$ cat src/sv/rde_pkg.sv
package rde_pkg;

   localparam int MAX_SYMBOLS = 16;
   localparam int BASE_W      = $clog2(MAX_SYMBOLS + 1);
   localparam int DIGIT_W     = $clog2(MAX_SYMBOLS);
   localparam int VALUE_W     = 32;
   localparam int MAX_DIGITS  = VALUE_W;
   localparam int COUNT_W     = $clog2(MAX_DIGITS + 1);
   localparam int SYM_W       = 8;
   localparam int CSR_INDEX_W = 2;
   localparam int CSR_DATA_W  = 64;

   localparam logic [SYM_W-1:0] SIGN_PLUS  = 8'd43;
   localparam logic [SYM_W-1:0] SIGN_MINUS = 8'd45;
   localparam logic [BASE_W-1:0] MIN_RADIX = BASE_W'(2);

   // register indexes
   localparam logic [CSR_INDEX_W-1:0] CSR_RADIX        = 2'd0;
   localparam logic [CSR_INDEX_W-1:0] CSR_SYMBOLS_LOW  = 2'd1;
   localparam logic [CSR_INDEX_W-1:0] CSR_SYMBOLS_HIGH = 2'd2;

   localparam logic [4:0]            RADIX_RESET        = 5'd10;
   localparam logic [CSR_DATA_W-1:0] SYMBOLS_LOW_RESET  = 64'h3736353433323130;
   localparam logic [CSR_DATA_W-1:0] SYMBOLS_HIGH_RESET = 64'h4645444342413938;

   // floor(2^32 / b); the estimate it gives is the quotient or one below it
   localparam logic [VALUE_W-1:0] RECIP_TABLE [MAX_SYMBOLS+1] = '{
      32'h0000_0000, 32'h0000_0000, 32'h8000_0000, 32'h5555_5555,
      32'h4000_0000, 32'h3333_3333, 32'h2AAA_AAAA, 32'h2492_4924,
      32'h2000_0000, 32'h1C71_C71C, 32'h1999_9999, 32'h1745_D174,
      32'h1555_5555, 32'h13B1_3B13, 32'h1249_2492, 32'h1111_1111,
      32'h1000_0000
   };

   typedef struct packed {
      logic load;
      logic mul;
      logic fix;
      logic emit_sign;
      logic emit_digit;
   } cmd_type;

   typedef struct packed {
      logic alpha_ok;
      logic quot_zero;
      logic neg;
      logic last_digit;
      logic out_free;
   } status_type;

endpackage

$ cat src/sv/rde_ctrl.sv
module rde_ctrl
   import rde_pkg::*;
(
   input  logic       clock,
   input  logic       reset,
   input  logic       req_valid,
   output logic       req_ready,
   input  status_type status,
   output cmd_type    cmd
);

   localparam logic [2:0] ST_IDLE = 3'd0;
   localparam logic [2:0] ST_MUL  = 3'd1;
   localparam logic [2:0] ST_FIX  = 3'd2;
   localparam logic [2:0] ST_SIGN = 3'd3;
   localparam logic [2:0] ST_EMIT = 3'd4;

   logic [2:0] state_ff;
   logic [2:0] state_in;

   assign req_ready = !reset && (state_ff == ST_IDLE);

   always_comb begin
      state_in = state_ff;
      cmd      = '0;
      case (state_ff)
         ST_IDLE: begin
            if (req_valid) begin
               cmd.load = 1'b1;
               state_in = ST_MUL;
            end
         end
         ST_MUL: begin
            // a bad alphabet drops the transaction with no output
            if (status.alpha_ok) begin
               cmd.mul  = 1'b1;
               state_in = ST_FIX;
            end else begin
               state_in = ST_IDLE;
            end
         end
         ST_FIX: begin
            cmd.fix = 1'b1;
            if (!status.quot_zero) begin
               state_in = ST_MUL;
            end else if (status.neg) begin
               state_in = ST_SIGN;
            end else begin
               state_in = ST_EMIT;
            end
         end
         ST_SIGN: begin
            if (status.out_free) begin
               cmd.emit_sign = 1'b1;
               state_in      = ST_EMIT;
            end
         end
         ST_EMIT: begin
            if (status.out_free) begin
               cmd.emit_digit = 1'b1;
               if (status.last_digit) begin
                  state_in = ST_IDLE;
               end
            end
         end
         default: begin
            state_in = ST_IDLE;
         end
      endcase
   end

   always_ff @(posedge clock) begin
      if (reset) begin
         state_ff <= ST_IDLE;
      end else begin
         state_ff <= state_in;
      end
   end

endmodule

$ cat src/sv/rde_dp.sv
module rde_dp
   import rde_pkg::*;
(
   input  logic                   clock,
   input  logic                   reset,
   input  cmd_type                cmd,
   output status_type             status,
   input  logic signed [VALUE_W-1:0] req_value,
   input  logic                   csr_valid,
   input  logic [CSR_INDEX_W-1:0] csr_index,
   input  logic [CSR_DATA_W-1:0]  csr_data,
   output logic                   rsp_valid,
   input  logic                   rsp_ready,
   output logic [SYM_W-1:0]       rsp_symbol,
   output logic                   rsp_last
);

   // configuration registers
   logic [4:0]            radix_ff;
   logic [CSR_DATA_W-1:0] symbols_low_ff;
   logic [CSR_DATA_W-1:0] symbols_high_ff;

   logic [SYM_W-1:0]  sym_lut [MAX_SYMBOLS];
   logic [BASE_W-1:0] base_sat;
   logic              alpha_ok_in;
   logic              alpha_ok_ff;

   // working registers
   logic [VALUE_W-1:0] mag_ff;
   logic               neg_ff;
   logic [BASE_W-1:0]  base_ff;
   logic [VALUE_W-1:0] recip_ff;
   logic [VALUE_W-1:0] qest_ff;
   logic [VALUE_W-1:0] qest_in;
   logic [DIGIT_W-1:0] digits_ff [MAX_DIGITS];
   logic [COUNT_W-1:0] count_ff;

   logic [2*VALUE_W-1:0]      prod_full;
   logic [VALUE_W+BASE_W-1:0] qb_full;
   logic [VALUE_W-1:0]        rem_wide;
   logic [BASE_W:0]           rem_small;
   logic                      rem_big;
   logic [BASE_W:0]           digit_wide;
   logic [VALUE_W-1:0]        quot;

   logic               rsp_valid_ff;
   logic               rsp_valid_in;
   logic [SYM_W-1:0]   rsp_symbol_ff;
   logic               rsp_last_ff;
   logic [VALUE_W-1:0] raw;

   always_ff @(posedge clock) begin
      if (reset) begin
         radix_ff        <= RADIX_RESET;
         symbols_low_ff  <= SYMBOLS_LOW_RESET;
         symbols_high_ff <= SYMBOLS_HIGH_RESET;
      end else if (csr_valid) begin
         case (csr_index)
            CSR_RADIX:        radix_ff        <= csr_data[4:0];
            CSR_SYMBOLS_LOW:  symbols_low_ff  <= csr_data;
            CSR_SYMBOLS_HIGH: symbols_high_ff <= csr_data;
            default: begin
            end
         endcase
      end
   end

   always_comb begin
      for (int k = 0; k < MAX_SYMBOLS; k++) begin
         if (k < 8) begin
            sym_lut[k] = symbols_low_ff[8*k +: 8];
         end else begin
            sym_lut[k] = symbols_high_ff[8*(k-8) +: 8];
         end
      end
   end

   assign base_sat = (radix_ff > 5'(MAX_SYMBOLS)) ? BASE_W'(MAX_SYMBOLS)
                                                  : BASE_W'(radix_ff);

   // radix check, '+'/'-' check and pairwise compare of the symbols in use, registered
   always_comb begin
      alpha_ok_in = (base_sat >= MIN_RADIX);
      for (int i = 0; i < MAX_SYMBOLS; i++) begin
         if (BASE_W'(i) < base_sat) begin
            if (sym_lut[i] == SIGN_PLUS || sym_lut[i] == SIGN_MINUS) begin
               alpha_ok_in = 1'b0;
            end
            for (int j = i + 1; j < MAX_SYMBOLS; j++) begin
               if (BASE_W'(j) < base_sat && sym_lut[i] == sym_lut[j]) begin
                  alpha_ok_in = 1'b0;
               end
            end
         end
      end
   end

   always_ff @(posedge clock) begin
      alpha_ok_ff <= alpha_ok_in;
   end

   // quotient estimate, then remainder and one correction
   assign prod_full = {{VALUE_W{1'b0}}, mag_ff} * {{VALUE_W{1'b0}}, recip_ff};
   assign qest_in   = prod_full[2*VALUE_W-1:VALUE_W];
   assign qb_full   = {{BASE_W{1'b0}}, qest_ff} * {{VALUE_W{1'b0}}, base_ff};
   assign rem_wide  = mag_ff - qb_full[VALUE_W-1:0];
   assign rem_small = rem_wide[BASE_W:0];
   assign rem_big   = (rem_small >= {1'b0, base_ff});
   assign digit_wide = rem_big ? (rem_small - {1'b0, base_ff}) : rem_small;
   assign quot      = qest_ff + VALUE_W'(rem_big);

   assign raw = req_value;

   always_ff @(posedge clock) begin
      if (cmd.load) begin
         neg_ff   <= raw[VALUE_W-1];
         mag_ff   <= raw[VALUE_W-1] ? (VALUE_W'(0) - raw) : raw;
         base_ff  <= base_sat;
         recip_ff <= RECIP_TABLE[base_sat];
      end else if (cmd.fix) begin
         mag_ff <= quot;
      end
      if (cmd.mul) begin
         qest_ff <= qest_in;
      end
   end

   // digit stack, least significant pushed first, popped from the top
   always_ff @(posedge clock) begin
      if (cmd.fix) begin
         digits_ff[0] <= digit_wide[DIGIT_W-1:0];
         for (int k = 1; k < MAX_DIGITS; k++) begin
            digits_ff[k] <= digits_ff[k-1];
         end
      end else if (cmd.emit_digit) begin
         for (int k = 0; k < MAX_DIGITS - 1; k++) begin
            digits_ff[k] <= digits_ff[k+1];
         end
      end
   end

   always_ff @(posedge clock) begin
      if (reset) begin
         count_ff <= '0;
      end else if (cmd.load) begin
         count_ff <= '0;
      end else if (cmd.fix) begin
         count_ff <= count_ff + COUNT_W'(1);
      end else if (cmd.emit_digit) begin
         count_ff <= count_ff - COUNT_W'(1);
      end
   end

   // output register
   assign rsp_valid_in = (cmd.emit_sign || cmd.emit_digit) ? 1'b1
                       : (rsp_ready ? 1'b0 : rsp_valid_ff);

   always_ff @(posedge clock) begin
      if (reset) begin
         rsp_valid_ff <= 1'b0;
      end else begin
         rsp_valid_ff <= rsp_valid_in;
      end
      if (cmd.emit_sign) begin
         rsp_symbol_ff <= SIGN_MINUS;
         rsp_last_ff   <= 1'b0;
      end else if (cmd.emit_digit) begin
         rsp_symbol_ff <= sym_lut[digits_ff[0]];
         rsp_last_ff   <= (count_ff == COUNT_W'(1));
      end
   end

   assign rsp_valid  = rsp_valid_ff;
   assign rsp_symbol = rsp_symbol_ff;
   assign rsp_last   = rsp_last_ff;

   assign status.alpha_ok   = alpha_ok_ff;
   assign status.quot_zero  = (quot == '0);
   assign status.neg        = neg_ff;
   assign status.last_digit = (count_ff == COUNT_W'(1));
   assign status.out_free   = !rsp_valid_ff || rsp_ready;

`ifndef SYNTHESIS
   a_count_range: assert property (@(posedge clock) disable iff (reset)
      count_ff <= COUNT_W'(MAX_DIGITS))
      else $error("digit count beyond word size");

   a_digit_below_base: assert property (@(posedge clock) disable iff (reset)
      cmd.fix |-> digit_wide < {1'b0, base_ff})
      else $error("digit not reduced below base");

   a_pop_nonempty: assert property (@(posedge clock) disable iff (reset)
      cmd.emit_digit |-> count_ff != '0)
      else $error("digit emitted from empty stack");

   a_emit_needs_room: assert property (@(posedge clock) disable iff (reset)
      (cmd.emit_sign || cmd.emit_digit) |-> (!rsp_valid_ff || rsp_ready))
      else $error("output register overwritten");
`endif

endmodule

$ cat src/sv/radix_digit_emitter_top.sv
// radix_digit_emitter_top: converts one signed 32-bit value per transaction
// into a run of symbol bytes, most significant digit first, with rsp_last on
// the final byte. radix (saturated at 16) sets the base and the two symbol
// registers hold the alphabet, byte k being digit k. a negative value gives
// '-' first, then the digits of its magnitude (the most negative value is
// exact); zero gives symbol 0 alone. if the base is below two, or a symbol in
// use is '+' or '-', or two symbols in use repeat, the transaction is taken
// and produces no output. one value is handled at a time: req_ready is high
// only while idle. after acceptance each digit passes through the shared
// divider in two steps (a reciprocal multiply, then a remainder fix-up),
// after which the bytes leave from the output register at one per cycle while
// rsp_ready is high. configuration writes are accepted in any cycle outside
// reset and must only happen while idle.
module radix_digit_emitter_top
   import rde_pkg::*;
(
   input  logic                      clock,
   input  logic                      reset,
   // input transaction
   input  logic                      req_valid,
   output logic                      req_ready,
   input  logic signed [VALUE_W-1:0] req_value,
   // output transaction, one per symbol byte
   output logic                      rsp_valid,
   input  logic                      rsp_ready,
   output logic [SYM_W-1:0]          rsp_symbol,
   output logic                      rsp_last,
   // register writes
   input  logic                      csr_valid,
   output logic                      csr_ready,
   input  logic [CSR_INDEX_W-1:0]    csr_index,
   input  logic [CSR_DATA_W-1:0]     csr_data
);

   cmd_type    cmd;
   status_type status;

   // registers live in the datapath and take a write in any cycle out of reset
   assign csr_ready = !reset;

   // sequencer: accept, divide loop, sign, digit pops
   rde_ctrl u_ctrl (
      .clock     (clock),
      .reset     (reset),
      .req_valid (req_valid),
      .req_ready (req_ready),
      .status    (status),
      .cmd       (cmd)
   );

   // divider, digit stack, alphabet check and output register
   rde_dp u_dp (
      .clock      (clock),
      .reset      (reset),
      .cmd        (cmd),
      .status     (status),
      .req_value  (req_value),
      .csr_valid  (csr_valid),
      .csr_index  (csr_index),
      .csr_data   (csr_data),
      .rsp_valid  (rsp_valid),
      .rsp_ready  (rsp_ready),
      .rsp_symbol (rsp_symbol),
      .rsp_last   (rsp_last)
   );

endmodule
$ cat config.mk
export PLATFORM = sky130hd
export DESIGN_NAME = radix_digit_emitter_top
export DESIGN_NICKNAME = d
export VERILOG_FILES = /design/src/sv/rde_pkg.sv /design/src/sv/rde_ctrl.sv /design/src/sv/rde_dp.sv /design/src/sv/radix_digit_emitter_top.sv
export SDC_FILE = /design/constraint.sdc
export NUM_CORES = 2
export LEC_CHECK = 0
export BUFFER_PORTS_ARGS = -buffer_cell sky130_fd_sc_hd__buf_2
export CAP_MARGIN = 20
export CORE_MARGIN = 4
export CORE_UTILIZATION = 55
export CTS_CLUSTER_SIZE = 24
export DETAILED_ROUTE_END_ITERATION = 10
export PLACE_DENSITY_LB_ADDON = 0.08
export SLEW_MARGIN = 20
export SYNTH_ARGS = -nofsm -noshare
export SYNTH_HDL_FRONTEND = slang
export SYNTH_SLANG_ARGS = --single-unit
$ cat constraint.sdc
create_clock -name clock -period 8.7 [get_ports clock]
set_clock_uncertainty 0.05 [all_clocks]
set_input_delay 0.87 -clock clock [delete_from_list [all_inputs] [get_ports clock]]
set_output_delay 0.87 -clock clock [all_outputs]
set_load 0.01 [all_outputs]
==> load_flow_metrics.sql <==
INSERT INTO impl_metrics (metric_group, metric, value, unit) VALUES
('sta', 'maximum_clock_frequency', '0.118', 'GHz'),
('sta', 'finalCritPeriodShare', '97.6', '%'),
('floorplanning', 'fp.dieArea', '116000', 'um^2'),
('routing', 'dr.first_iter.drc_count', '5280', ''),
('logic_synthesis', 'synth_flop_cell', 'edfxtp_1', ''),
('floorplanning', 'coreArea', '109000', 'um^2'),
('sta', 'tightest_slew', '1.26', 'ns'),
('global_route', 'first_global_vias', '50704', ''),
('clock_network', 'cts_tree', 'done', ''),
('global_route', 'grt_pass1_wl', '328000', 'um'),
('worst_setup_path', 'number_of_cell_instances_on_the_worst_register_to_register_path', '30', ''),
('worst_setup_path', 'worst_setup_path_end_kind', 'flop', ''),
('worst_setup_path', 'worstPathRequired', '9.02', 'ns'),
('sta', 'final.hold.worst_slack', '0.401', 'ns'),
('placed_design', 'port-buffer-count', '114', ''),
('sta', 'min_period', '8.49', 'ns'),
('sta', 'maxSlewHeadroom', '16.0', '%'),
('worst_hold_path', 'hp-start', 'u_dp.digits_ff[1][57]$_DFFE_PP_', ''),
('logic_synthesis', 'yosys_register_bits', '373', ''),
('worst_setup_path', 'timing.critical_path.fanout_max', '20', ''),
('floorplanning', 'floorplan.rows', '121', ''),
('floorplanning', 'count_of_boundary_i_o_pins', '115', ''),
('layout', 'final_cell_area', '65400', 'um^2'),
('global_route', 'grt_antenna_before_repair', '13', ''),
('logic_synthesis', 'yosysWarnings', '0', ''),
('logic_synthesis', 'synth-async-reset-ratio', '0', '%'),
('logic_synthesis', 'post_synth.cell_area_avg', '8.83', 'um^2'),
('worst_setup_path', 'worst-r2r-setup-slack', '0.21', 'ns'),
('logic_synthesis', 'ys_seq_area_share', '15.9', '%'),
('logic_synthesis', 'synth_top_area_share', '29.8', '%'),
('floorplanning', 'dieHeight', '340', 'um'),
('global_route', 'groute.usage.overall', '37.9', '%'),
('logic_synthesis', 'synth.top_cells.by_count', 'nand2_1, inv_1, fa_1', ''),
('routing', 'detail-route-antenna-nets', '0', ''),
('worst_setup_path', 'regToRegEndpoint', 'u_dp.qest_ff[17]$_DFFE_PP_', ''),
('worst_setup_path', 'crit_path_frequent_cell', 'fa_1', ''),
('logic_synthesis', 'yosys.area.top_type', 'fa_1', ''),
('logic_synthesis', 'postSynthCellCount', '6866', ''),
('routing', 'routed_wire_length_per_instance', '26.3', 'um'),
('placed_design', 'weighted_congestion_at_the_end_of_routability_driven_global_placement', '1.03', ''),
('clock_network', 'worst_setup_hold_path_clk_slew', '0.06', 'ns'),
('logic_synthesis', 'number_of_enable_type_register_cells_in_the_synthesized_netlist', '220', ''),
('global_route', 'grt-ovfl-total', '0', ''),
('clock_network', 'tritoncts_num_sinks', '373', ''),
('worst_hold_path', 'timing.hold.worst_path_depth', '0', ''),
('worst_setup_path', 'timing.critical_path.from_type', 'flop', ''),
('worst_setup_path', 'timing.critical_path.slowest_cell_delay', '0.58', 'ns'),
('placed_design', 'preCtsSetupSlack', '-0.0161', 'ns'),
('clock_network', 'buffer_cell_driving_the_clock_tree_root', 'clkbuf_16', ''),
('layout', 'areaGrowthSynthToFinish', '7.81', '%'),
('sta', 'report.final.hold_viol_count', '0', ''),
('routing', 'num_vias', '49440', ''),
('routing', 'number_of_remaining_drc_errors', '0', ''),
('clock_network', 'clock_path_buffers', '3', ''),
('worst_setup_path', 'crit_slowest_cell', 'fa_1', ''),
('worst_hold_path', 'tightest_hold_check_type', 'flop to flop', ''),
('clock_network', 'clock_insertion_delay_worst_skew', '0.63', 'ns'),
('logic_synthesis', 'yosysUniqueCellTypes', '75', ''),
('outcome', 'outcome', 'finished, final reports clean', ''),
('floorplanning', 'floorplan.die.width', '340', 'um'),
('sta', 'timing.final.max_slew_violations', '0', ''),
('run', 'maxCapViolCount', '0', ''),
('clock_network', 'cts_inserted_buffers', '43', ''),
('logic_synthesis', 'synth_nets', '8154', ''),
('worst_hold_path', 'worst_hold_path.endpoint', 'u_dp.digits_ff[1][61]$_DFFE_PP_', ''),
('clock_network', 'cts-htree-levels', '2', ''),
('worst_setup_path', 'worst_r2r_startpoint', 'u_dp.recip_ff[16]$_SDFFCE_PP0P_', ''),
('logic_synthesis', 'synth.most_common_cell', 'nand2_1', ''),
('routing', 'viasPerCell', '5.93', ''),
('layout', 'layout.filler_cells', '9792', ''),
('logic_synthesis', 'post_synth_instance_area', '60600', 'um^2');
-- placed cells by master (no fill, tap or decap), types with 113 or more instances in the layout --
cell / count
nand2_1: 1209
buf_4: 287
a21oi_1: 188
inv_1: 1025
xor2_1: 344
buf_2: 113
nand4_1: 181
dfxtp_1: 152
ha_1: 280
fa_1: 902
and2_1: 255
xnor2_1: 755
edfxtp_1: 220
-- metal layers --
metal	track usage (%)	vias up	share of wire (%)
met5	0	-	0.0041
met4	20.2	2	6.8
met3	8.95	817	11
met2	59.5	2874	45
met1	48.9	24476	38
li1	-	21271	-
-- critical path, delay by kind of cell (launching register included) --
family | cells | cell delay (ns)
adder cells (fa/ha/maj) | 9 | 4.50
AO/OA/AOI/OAI | 8 | 1.50
buffers and inverters | 10 | 1.15
flip-flops | 1 | 0.43
AND/OR/NAND/NOR | 2 | 0.48
XOR/XNOR | 1 | 0.14
-- how the worst max path moves through the flow --
stage | from | endpoint | slack (ns) | depth (start not counted)
after global routing | u_dp.recip_ff[16]$_SDFFCE_PP0P_ | u_dp.qest_ff[31]$_DFFE_PP_ | -0.03 | 30
after floorplan | u_dp.recip_ff[8]$_SDFFCE_PP0P_ | u_dp.qest_ff[27]$_DFFE_PP_ | 0.79 | 28
final | u_dp.recip_ff[16]$_SDFFCE_PP0P_ | u_dp.qest_ff[17]$_DFFE_PP_ | 0.21 | 30
after global placement | u_dp.recip_ff[20]$_SDFFCE_PP0P_ | u_dp.qest_ff[26]$_DFFE_PP_ | -0.1 | 32
after CTS | u_dp.mag_ff[6]$_DFFE_PP_ | u_dp.qest_ff[30]$_DFFE_PP_ | 0.02 | 32
after detailed placement | u_dp.recip_ff[20]$_SDFFCE_PP0P_ | u_dp.qest_ff[26]$_DFFE_PP_ | -0.02 | 32
-- registers in the layout, summed over array words and instances (netlist names), 3 cells and up --
name,flops
u_dp.rsp_symbol,8
u_dp.mag_ff,32
u_dp.symbols_high_ff,64
u_ctrl.state_ff,3
u_dp.radix_ff,5
u_dp.count_ff,6
u_dp.digits_ff,128
u_dp.symbols_low_ff,64
u_dp.qest_ff,32
u_dp.base_ff,5
u_dp.recip_ff,22
-- final cells by class --
class | count | area (um^2) | share of cell area (%)
inverters | 1028 | 3860 | 5.90
clock inverters | 29 | 373 | 0.570
well taps | 1476 | 1850 | 2.82
diodes | 13 | 32.5 | 0.0498
flip-flops and latches | 373 | 9670 | 14.8
repair buffers | 422 | 3130 | 4.79
multi-input cells | 4950 | 45300 | 69.3
clock buffers | 51 | 1150 | 1.75
-- cells by family after synthesis --
logic type / count (synthesis) / synth area share (%)
AND/OR/NAND/NOR: 2139 / 16.6
buffers and inverters: 1543 / 9.55
flip-flops: 373 / 15.9
adder cells (fa/ha/maj): 1185 / 35.6
XOR/XNOR: 1099 / 15.9
multiplexers: 53 / 1.70
AO/OA/AOI/OAI: 474 / 4.73
-- through the flow --
| step | cells | util [%] | setup TNS [ns] |
|---|---|---|---|
| 2_1_floorplan | 6866 | - | 0 |
| 3_3_place_gp | 8220 | 58.1 | -0.335 |
| 3_5_place_dp | 8220 | 58.1 | -0.0355 |
| 4_1_cts | 8314 | 59.7 | 0 |
| 5_1_grt | 8329 | 59.9 | -0.0422 |
| 6_report | 8342 | 59.9 | 0 |
-- what timing repair did --
action / in CTS / in global routing
hold buffers: 0 / 0
gates resized for setup: 1 / 26
buffers inserted: 14 / 15
pin swaps: 0 / 6
endpoints found under the setup margin: 5 / 17
Power is not shown: default switching activity piles up to over one toggle a cycle in this logic, so the estimate is an artifact.
